--- src/design/sst_pkg.sv ---
// Shared types and constants for the stream slot table.
`timescale 1ns / 1ps

package sst_pkg;

  localparam int unsigned SST_SLOTS = 16;
  localparam int unsigned SST_LIMIT_RESET = 16;
  localparam int unsigned SST_CFG_W = 5;
  localparam int unsigned SST_ID_W = 31;
  localparam int unsigned SST_SLOT_W = 4;

  typedef enum logic [1:0] {
    CMD_CREATE  = 2'd0,
    CMD_DESTROY = 2'd1,
    CMD_LOOKUP  = 2'd2,
    CMD_CLEAR   = 2'd3
  } cmd_e;

  typedef enum logic [1:0] {
    ST_OK       = 2'd0,
    ST_EXISTS   = 2'd1,
    ST_FULL     = 2'd2,
    ST_NOTFOUND = 2'd3
  } status_e;

  typedef enum logic [0:0] {
    CTRL_IDLE = 1'b0,
    CTRL_SCAN = 1'b1
  } ctrl_state_e;

  // Controller to datapath.
  typedef struct packed {
    logic load;
    logic scan;
    logic finish;
  } dp_cmd_t;

  // Datapath to controller.
  typedef struct packed {
    logic done;
  } dp_status_t;

endpackage

--- src/design/sst_ram.sv ---
// Generic single-write, single-read RAM with registered read data.
`timescale 1ns / 1ps

module sst_ram #(
  parameter int unsigned WIDTH = 31,
  parameter int unsigned DEPTH = 16,
  localparam int unsigned AW = (DEPTH > 1) ? $clog2(DEPTH) : 1
) (
  input  logic             clk_i,
  input  logic             we_i,
  input  logic [AW-1:0]    waddr_i,
  input  logic [WIDTH-1:0] wdata_i,
  input  logic [AW-1:0]    raddr_i,
  output logic [WIDTH-1:0] rdata_o
);

  logic [WIDTH-1:0] mem_q [DEPTH];
  logic [WIDTH-1:0] rdata_q;

  always_ff @(posedge clk_i) begin
    if (we_i) begin
      mem_q[waddr_i] <= wdata_i;
    end
    rdata_q <= mem_q[raddr_i];
  end

  assign rdata_o = rdata_q;

endmodule

--- src/design/sst_ctrl.sv ---
// Command sequencer for the stream slot table.
`timescale 1ns / 1ps

module sst_ctrl
  import sst_pkg::*;
(
  input  logic       clk_i,
  input  logic       rst_ni,
  input  logic       start_i,
  input  dp_status_t status_i,
  output dp_cmd_t    cmd_o,
  output logic       busy_o
);

  ctrl_state_e state_q, state_d;

  always_comb begin
    state_d = state_q;
    unique case (state_q)
      CTRL_IDLE: begin
        if (start_i) begin
          state_d = CTRL_SCAN;
        end
      end
      CTRL_SCAN: begin
        if (status_i.done) begin
          state_d = CTRL_IDLE;
        end
      end
      default: state_d = CTRL_IDLE;
    endcase
  end

  always_comb begin
    cmd_o  = '0;
    busy_o = 1'b0;
    unique case (state_q)
      CTRL_IDLE: begin
        cmd_o.load = start_i;
      end
      CTRL_SCAN: begin
        busy_o       = 1'b1;
        cmd_o.scan   = 1'b1;
        cmd_o.finish = status_i.done;
      end
      default: busy_o = 1'b0;
    endcase
  end

  always_ff @(posedge clk_i or negedge rst_ni) begin
    if (!rst_ni) begin
      state_q <= CTRL_IDLE;
    end else begin
      state_q <= state_d;
    end
  end

endmodule

--- src/design/sst_datapath.sv ---
// Slot scan, valid marks, identifier store and result registers.
`timescale 1ns / 1ps

module sst_datapath
  import sst_pkg::*;
#(
  parameter int unsigned SLOTS = SST_SLOTS
) (
  input  logic                  clk_i,
  input  logic                  rst_ni,
  input  dp_cmd_t               cmd_i,
  output dp_status_t            status_o,
  input  logic [1:0]            cmd_in_i,
  input  logic [SST_ID_W-1:0]   stream_id_i,
  input  logic [SST_CFG_W-1:0]  limit_cfg_i,
  output logic                  done_o,
  output logic [1:0]            status_res_o,
  output logic                  found_o,
  output logic [SST_SLOT_W-1:0] slot_index_o
);

  localparam int unsigned IW = (SLOTS > 1) ? $clog2(SLOTS) : 1;
  localparam int unsigned LW = $clog2(SLOTS + 1);
  localparam int unsigned CW = (LW > SST_CFG_W) ? LW : SST_CFG_W;

  cmd_e                op_q;
  logic [SST_ID_W-1:0] id_q;
  logic [LW-1:0]       lim_q, lim_d;
  logic [LW-1:0]       idx_q, idx_d;
  logic                pend_q, pend_d;
  logic [IW-1:0]       cmp_idx_q, cmp_idx_d;
  logic                empty_q, empty_d;
  logic [IW-1:0]       empty_idx_q, empty_idx_d;
  logic [SLOTS-1:0]    valid_q, valid_d;

  logic [SST_ID_W-1:0] rdata;
  logic                hit;
  logic                scan_end;
  logic                ram_we;
  logic [CW-1:0]       cfg_ext;

  logic                done_q;
  status_e             res_status_q, res_status_d;
  logic                res_found_q, res_found_d;
  logic [IW-1:0]       res_idx_q, res_idx_d;
  logic [IW+SST_SLOT_W-1:0] res_idx_ext;

  // Saturate the configured limit to the table size.
  assign cfg_ext = CW'(limit_cfg_i);
  assign lim_d   = (cfg_ext > CW'(SLOTS)) ? LW'(SLOTS) : LW'(cfg_ext);

  sst_ram #(
    .WIDTH (SST_ID_W),
    .DEPTH (SLOTS)
  ) u_ident_ram (
    .clk_i   (clk_i),
    .we_i    (ram_we),
    .waddr_i (empty_idx_q),
    .wdata_i (id_q),
    .raddr_i (idx_q[IW-1:0]),
    .rdata_o (rdata)
  );

  assign hit      = pend_q && valid_q[cmp_idx_q] && (rdata == id_q) && (op_q != CMD_CLEAR);
  assign scan_end = !pend_q && (idx_q >= lim_q);
  assign status_o.done = (op_q == CMD_CLEAR) || hit || scan_end;

  assign ram_we = cmd_i.finish && (op_q == CMD_CREATE) && !hit && empty_q;

  always_comb begin
    idx_d       = idx_q;
    pend_d      = 1'b0;
    cmp_idx_d   = cmp_idx_q;
    empty_d     = empty_q;
    empty_idx_d = empty_idx_q;
    if (cmd_i.load) begin
      idx_d   = '0;
      empty_d = 1'b0;
    end else if (cmd_i.scan) begin
      if (idx_q < lim_q) begin
        pend_d    = 1'b1;
        cmp_idx_d = idx_q[IW-1:0];
        idx_d     = idx_q + LW'(1);
      end
      // Remember the lowest empty slot seen so far.
      if (pend_q && !valid_q[cmp_idx_q] && !empty_q) begin
        empty_d     = 1'b1;
        empty_idx_d = cmp_idx_q;
      end
    end
  end

  always_comb begin
    valid_d      = valid_q;
    res_status_d = ST_OK;
    res_found_d  = 1'b0;
    res_idx_d    = '0;
    unique case (op_q)
      CMD_CREATE: begin
        if (hit) begin
          res_status_d = ST_EXISTS;
          res_found_d  = 1'b1;
          res_idx_d    = cmp_idx_q;
        end else if (empty_q) begin
          res_found_d  = 1'b1;
          res_idx_d    = empty_idx_q;
          valid_d[empty_idx_q] = 1'b1;
        end else begin
          res_status_d = ST_FULL;
        end
      end
      CMD_DESTROY: begin
        if (hit) begin
          res_found_d  = 1'b1;
          res_idx_d    = cmp_idx_q;
          valid_d[cmp_idx_q] = 1'b0;
        end else begin
          res_status_d = ST_NOTFOUND;
        end
      end
      CMD_LOOKUP: begin
        if (hit) begin
          res_found_d = 1'b1;
          res_idx_d   = cmp_idx_q;
        end else begin
          res_status_d = ST_NOTFOUND;
        end
      end
      CMD_CLEAR: begin
        valid_d = '0;
      end
      default: valid_d = valid_q;
    endcase
  end

  always_ff @(posedge clk_i or negedge rst_ni) begin
    if (!rst_ni) begin
      valid_q <= '0;
      done_q  <= 1'b0;
      pend_q  <= 1'b0;
      empty_q <= 1'b0;
      idx_q   <= '0;
    end else begin
      done_q  <= cmd_i.finish;
      pend_q  <= pend_d;
      empty_q <= empty_d;
      idx_q   <= idx_d;
      if (cmd_i.finish) begin
        valid_q <= valid_d;
      end
    end
  end

  always_ff @(posedge clk_i) begin
    cmp_idx_q   <= cmp_idx_d;
    empty_idx_q <= empty_idx_d;
    if (cmd_i.load) begin
      op_q  <= cmd_e'(cmd_in_i);
      id_q  <= stream_id_i;
      lim_q <= lim_d;
    end
    if (cmd_i.finish) begin
      res_status_q <= res_status_d;
      res_found_q  <= res_found_d;
      res_idx_q    <= res_idx_d;
    end
  end

  assign res_idx_ext  = {{SST_SLOT_W{1'b0}}, res_idx_q};
  assign done_o       = done_q;
  assign status_res_o = res_status_q;
  assign found_o      = res_found_q;
  assign slot_index_o = res_idx_ext[SST_SLOT_W-1:0];

endmodule

--- src/design/stream_slot_table.sv ---
// Top level of the stream slot table: sequencer plus scan datapath.
//
//   channel   direction  handshake                   payload
//   command   in         start && !busy              cmd_i, stream_id_i
//   result    out        done_o, one cycle           status_o, found_o, slot_index_o
//   config    in         cfg_valid_i && cfg_ready_o  cfg_data_i (active slot limit)
//
// A create, destroy or lookup scans the slots below the active limit L, one
// identifier read from the store each cycle, and keeps busy high until the
// scan ends; a hit ends the scan early. Clear and a zero limit end without
// any identifier compare. The result register loads at the edge that ends
// the last busy cycle, and done_o pulses in the cycle right after it, together
// with the result, while the next item may already be accepted. The result
// side cannot stall. Reset empties every slot at once through the valid marks
// and sets the limit to 16; the identifier store itself is not cleared.
`timescale 1ns / 1ps

module stream_slot_table
  import sst_pkg::*;
#(
  parameter int unsigned SLOTS = SST_SLOTS
) (
  input  logic                  clk_i,
  input  logic                  rst_ni,
  input  logic                  start,
  output logic                  busy,
  input  logic [1:0]            cmd_i,
  input  logic [SST_ID_W-1:0]   stream_id_i,
  output logic                  done_o,
  output logic [1:0]            status_o,
  output logic                  found_o,
  output logic [SST_SLOT_W-1:0] slot_index_o,
  input  logic                  cfg_valid_i,
  output logic                  cfg_ready_o,
  input  logic [SST_CFG_W-1:0]  cfg_data_i
);

  dp_cmd_t              dp_cmd;
  dp_status_t           dp_status;
  logic [SST_CFG_W-1:0] limit_q;

  // Always take configuration writes; an item in flight keeps the limit it
  // was accepted with, so a new limit applies from the next item on.
  assign cfg_ready_o = 1'b1;

  always_ff @(posedge clk_i or negedge rst_ni) begin
    if (!rst_ni) begin
      limit_q <= SST_CFG_W'(SST_LIMIT_RESET);
    end else if (cfg_valid_i) begin
      limit_q <= cfg_data_i;
    end
  end

  // Sequence each item: load on accept, scan until the datapath reports done.
  sst_ctrl u_ctrl (
    .clk_i    (clk_i),
    .rst_ni   (rst_ni),
    .start_i  (start),
    .status_i (dp_status),
    .cmd_o    (dp_cmd),
    .busy_o   (busy)
  );

  // Hold valid marks and identifiers, compare, allocate and drop slots.
  sst_datapath #(
    .SLOTS (SLOTS)
  ) u_datapath (
    .clk_i        (clk_i),
    .rst_ni       (rst_ni),
    .cmd_i        (dp_cmd),
    .status_o     (dp_status),
    .cmd_in_i     (cmd_i),
    .stream_id_i  (stream_id_i),
    .limit_cfg_i  (limit_q),
    .done_o       (done_o),
    .status_res_o (status_o),
    .found_o      (found_o),
    .slot_index_o (slot_index_o)
  );

endmodule
--- config.mk ---
export PLATFORM = sky130hd
export DESIGN_NAME = stream_slot_table
export DESIGN_NICKNAME = d
export VERILOG_FILES = /design/src/design/sst_pkg.sv /design/src/design/sst_ram.sv /design/src/design/sst_ctrl.sv /design/src/design/sst_datapath.sv /design/src/design/stream_slot_table.sv
export SDC_FILE = /design/constraint.sdc
export NUM_CORES = 1
export LEC_CHECK = 0
export ABC_AREA = 1
export BUFFER_PORTS_ARGS = -buffer_cell sky130_fd_sc_hd__clkbuf_2
export CAP_MARGIN = 10
export CORE_MARGIN = 3
export CORE_UTILIZATION = 45
export DETAILED_ROUTE_END_ITERATION = 16
export PLACE_DENSITY = 0.65
export SLEW_MARGIN = 15
export SYNTH_ARGS = -nofsm -noshare
export SYNTH_HDL_FRONTEND = slang
export SYNTH_HIERARCHICAL = 1
export SYNTH_SLANG_ARGS = --single-unit
export TNS_END_PERCENT = 5
--- constraint.sdc ---
create_clock -name clk_i -period 9.5 [get_ports clk_i]
set_clock_uncertainty 0.2 [all_clocks]
set_input_delay 0 -clock clk_i [delete_from_list [all_inputs] [get_ports clk_i]]
set_output_delay 0 -clock clk_i [all_outputs]
set_load 0.02 [all_outputs]
# == After elaboration in Yosys (flattened, before gate mapping) ==
# Memory sizes are Yosys's and may differ from the RTL's. A register that Yosys moved wholly into a read port is not among the register bits.
# Cells that the tools add are included.
# word_totals
ff_bits,83
mem_bits_rw,496
input_bits,42
elab_cells,104
memories,1
# classes
n_addsub,1
magnitude_cmp,7
eq_ne,8
n_mux,39
n_bitwise,5
n_reduce_logical,28
# mem_list
memory,depth,word_bits,read_ports,rd_clocked_by_memory_dff,wr,line,text
u_datapath.u_ident_ram.mem_q,16,31,1,1,1,sst_ram.sv:17,logic [WIDTH-1:0] mem_q [DEPTH];
# op_table
op,count
16-bit two-way mux,3
16-bit case mux with 3 select lines,1
31-bit == test,1
1-bit two-way mux,18
16-bit bitwise AND,1
16-bit inverter,1
16-bit bitwise OR,1
5-bit two-way mux,3
4-bit two-way mux,3
1-bit logical AND,11
4-bit by 5-bit less-than comparator with 1-bit output (second input constant),2
1-bit demux with 4-bit select,2
4-bit by 1-bit greater-or-equal comparator with 1-bit output (second input constant),2
2-bit two-way mux,4
4-bit case mux with 2 select lines,1
3-bit AND reduction,2
2-bit nonzero test,3
5-bit by 1-bit adder with 5-bit output (second input constant),1
5-bit greater-or-equal comparator,1
5-bit > comparator (second input constant),1
5-bit less-than comparator,1
5-bit AND reduction,1
1-bit binary-select mux with 4-bit select,1
2-bit == test (second input constant),2
other kinds (12),21

# == Depth between registers and ports, before layout ==
# depth
ltp_word,13
depth_mapped,17

# == Modules after synthesis ==
# The synthesis kept the hierarchy.
# modules_own_cells
module,n_inst,cells_each,area_per_inst_um2,seq_area_each_um2
sst_ram,1,2054,22026.1,15514.9
sst_datapath,1,599,4541.9,2192.1
stream_slot_table,1,23,197.7,126.4
sst_ctrl,1,10,67.6,25.0

# == Worst setup path after synthesis ==
# OpenSTA, ideal clock, no wires.
# synth_path
path_type,flip-flop to flip-flop
from,reg u_datapath.id_q[5]
to,mem u_datapath.u_ident_ram.mem_q[12][0] (enable)
setup_ns,0.419
arrival_ns,3.273
slack_ns,5.608
stages_incl_launch_ff,16
path_buffers,0
path_cell_list,edfxtp_1 > inv_1 > nand2_1 > nand2_1 > nor2_1 > nand2_1 > nor2_1 > nand2_1 > nor2_4 > a211o_1 > nand2_1 > inv_1 > nand3_1 > inv_1 > nand3_1 > nor2_1
# synth_lines
item,line,text
"start, declared",sst_datapath.sv:27,logic [SST_ID_W-1:0] id_q;
"start signal, assigned",sst_datapath.sv:159,id_q <= stream_id_i;
"end, declared",sst_ram.sv:17,

==> run metrics <==
post-synthesis cell type count 40; RSZ-0062 raised after global routing no; htree depth 3; global-route wire length before repair 100800 um; Hold WC Path Type input pin to flop; antenna viol nets, final 0; Clock Sinks 610; outcome complete, no violations; fin crit share 47.83%; global placement routability congestion 0.8618; Iter 0 DRT Violations 1682; Post-synth ARST share 4.918%; Root Driver clkbuf_16; postcts setup bufs 0; clk slew on worst S/H paths 60 ps; Worst EP required 9540 ps; critical path startpoint category flop; post-synthesis average cell area 9.990 um2; slowest cell on the critical path dfrtp_4; number of port buffers 50; CTS buffer count 66; Static Leak 0.01339 uW; critical path arrival 4590 ps; Synth Net Count 2739; Detailed Routing Iterations Pass 1 5; Clk Latency, worst-skew pair 600 ps; I/O pins 52; Max-slew headroom 21.10%; Post-route DRC 0; n_diodes 0; final setup vio count 0; crit path kind flop to flop; core area 58360 um2; slowest stage delay, CP 1100 ps; hpwl dp 34880 um; Pwr per Cell Area 261.0 nW/um2; FF+latch area 17870 um2; GRT overflow 0; final wirelength 64670 um; Yosys top cell by area edfxtp_1; Mapped Cells 2686; EDFF count, synth 549; Post-Route Setup TNS 0 ps; Max Slew Vio Count 0; via count 18480; Worst Path Buf+Inv 3; number of synthesis warnings 6; crit-path max FO 75; final hold viol count 0; Primary FF master, synth edfxtp_1; # nets final 2863; Post-Syn Area 26830 um2; Peak VDD IR 0.1880 mV; Die W 250.2 um; clock tree buffer depth 3; Yosys reg bits 610; post-layout minimum cycle time 4543 ps; TritonCTS clock tree yes; antenna violations before repair 1; GRT Overall Usage 20.60%; largest net degree at the start of global routing 125; hold slack 29.01 ps; Via density 5.094; top cell type's share of synthesized area 61.44%; Die Ht 250.2 um; synth top area cells edfxtp_1, nand2_1, nand3_1; max_cap viols 0; Multi-input gate area 6524 um2; fillers 5076; CP Cell Sequence ha_1 > a21oi_1 > o21a_1 > a31oi_1 > a211o_1 > nand2_1 > inv_1 > nand3_1 > inv_1 > nand3_1 > nor2_4 > buf_4; Seq/Total Area, Yosys 66.55%; crit end category flop; CP top delay family simple AND/OR/NAND/NOR gates; Peak Freq 220.1 MHz; initial core utilization 45.98%; worst slew pin tran 1184 ps; row count 88; layout cell share with drive strength beyond 1 7.652%; vias in the first global route 17940; Routed wire per std cell 17.83 um; DIE AREA 62600 um2; P&R area growth vs syn 14.91%
## state kept, by name, indices dropped and copies added, names as in the netlist
signal,count
u_datapath/u_ident_ram/mem_q,496
u_datapath/id_q,31
u_datapath/u_ident_ram/rdata_o,31
u_datapath/valid_q,16
limit_q,5
u_datapath/idx_q,5
u_datapath/lim_q,5
u_datapath/cmp_idx_q,4
u_datapath/empty_idx_q,4
u_datapath/slot_index_o,4
u_datapath/op_q,2
u_datapath/status_res_o,2
u_ctrl/state_q,1
u_datapath/done_o,1
u_datapath/empty_q,1
u_datapath/found_o,1
u_datapath/pend_q,1
## synth_stat cells (2+ instances only)
| library cell | number |
|---|---|
| nand3_4 | 2 |
| buf_2 | 41 |
| inv_1 | 475 |
| dfrtp_1 | 29 |
| nand4_1 | 25 |
| buf_4 | 15 |
| ha_1 | 11 |
| o211ai_1 | 2 |
| nand2_1 | 893 |
| nand3_1 | 401 |
| inv_2 | 6 |
| nand2_4 | 2 |
| buf_1 | 15 |
| nand3b_1 | 2 |
| o21a_1 | 3 |
| nor3_1 | 4 |
| dfxtp_1 | 31 |
| buf_6 | 26 |
| a21oi_1 | 40 |
| clkbuf_1 | 15 |
| edfxtp_1 | 549 |
| nand2_2 | 2 |
| nor2_1 | 80 |
## kinds of logic after synthesis
logic type / share of synthesized area, %
AND/OR/NAND/NOR: 22.26
AO/OA/AOI/OAI: 1.017
buffers and inverters: 9.582
flip-flops: 66.55
other: 0.01398
XOR/XNOR: 0.06529
adder cells (fa/ha/maj): 0.5129
## cells in the final DEF (no fill, tap or decap), types with 2 or more instances in the layout
cell type / synthesis / layout
clkinv_2: 0 / 11
clkinvlp_4: 0 / 5
clkinv_1: 0 / 7
clkinv_4: 0 / 2
a21oi_1: 40 / 40
nand4_1: 25 / 25
ha_1: 11 / 11
dfrtp_4: 0 / 2
clkbuf_1: 15 / 15
dlygate4sd3_1: 0 / 89
dfxtp_1: 31 / 31
nand3_1: 401 / 401
inv_1: 475 / 474
buf_4: 15 / 25
nor2_4: 1 / 17
nand3_4: 2 / 2
nand2_4: 2 / 2
clkbuf_16: 0 / 69
inv_6: 1 / 5
buf_16: 0 / 3
nand3b_1: 2 / 2
inv_2: 6 / 6
nand2_1: 893 / 893
edfxtp_1: 549 / 549
dfrtp_2: 0 / 2
nor3_1: 4 / 4
clkbuf_2: 0 / 50
o211ai_1: 2 / 2
nor2_1: 80 / 64
o21a_1: 3 / 3
buf_12: 1 / 2
nand2_2: 2 / 2
dfrtp_1: 29 / 25
bufinv_16: 0 / 8
## layout make-up
type | count | area share, %
clock buffers | 85 | 5.827
clock inverters | 35 | 1.290
inverters | 483 | 5.916
flip-flops and latches | 610 | 57.95
repair buffers | 170 | 4.756
well taps | 765 | 3.104
multi-input cells | 1479 | 21.16
## what timing repair did
action | 4_1_cts | 5_1_grt
setup endpoints to repair | 0 | 0
resized for setup | 0 | 0
hold endpoints to repair | 90 | 0
hold buffers | 90 | 0
## where the power goes
group          internal [uW]  switching (uW)
combinational            593            1360
sequential              3190             310
clock                   1560            1030
## worst paths after layout
kind                                            startpoint                                        endpoint  slack [ps]  cells after the start
hold / removal                             stream_id_i[15]                   u_datapath/id_q[15]$_DFFE_PP_          30                      2
max in group asynchronous                           rst_ni                 u_datapath/idx_q[1]$_DFFE_PN0P_        8590                      4
setup / recovery           u_datapath/idx_q[1]$_DFFE_PN0P_  u_datapath/u_ident_ram/mem_q[12][30]$_DFFE_PP_        4960                     12
hold reg to reg            u_datapath/idx_q[4]$_DFFE_PN0P_                 u_datapath/idx_q[4]$_DFFE_PN0P_         320                      1
min in group asynchronous                           rst_ni                          limit_q[4]$_DFFE_PN1P_         310                      3
setup reg to reg           u_datapath/idx_q[1]$_DFFE_PN0P_  u_datapath/u_ident_ram/mem_q[12][30]$_DFFE_PP_        4960                     12
## through the flow
stage | cell area, um2 | setup WS (ps) | power, uW | std cells | utilization, %
global placement | 27610 | 4997 | 5423 | 3412 | 47.32
CTS | 30720 | 4835 | 8106 | 3622 | 52.64
detailed placement | 27610 | 4917 | 5454 | 3412 | 47.32
floorplan | 26830 | 5608 | 4934 | 2686 | -
finish | 30830 | 4957 | 8047 | 3627 | 52.84
global route | 30830 | 4620 | 8482 | 3627 | 52.84
## routing by layer
| layer | part of all wire, % | GRT usage [%] | wire [um] | vias up |
|---|---|---|---|---|
| li1 | - | - | - | 8878 |
| met1 | 43 | 28.05 | 27800 | 8850 |
| met2 | 48 | 33.49 | 30780 | 627 |
| met3 | 6.9 | 3.707 | 4459 | 122 |
| met4 | 2.5 | 6.989 | 1629 | 0 |
| met5 | 0 | 0 | 0 | - |
No activity file was read; power rests on OpenSTA's default activity.
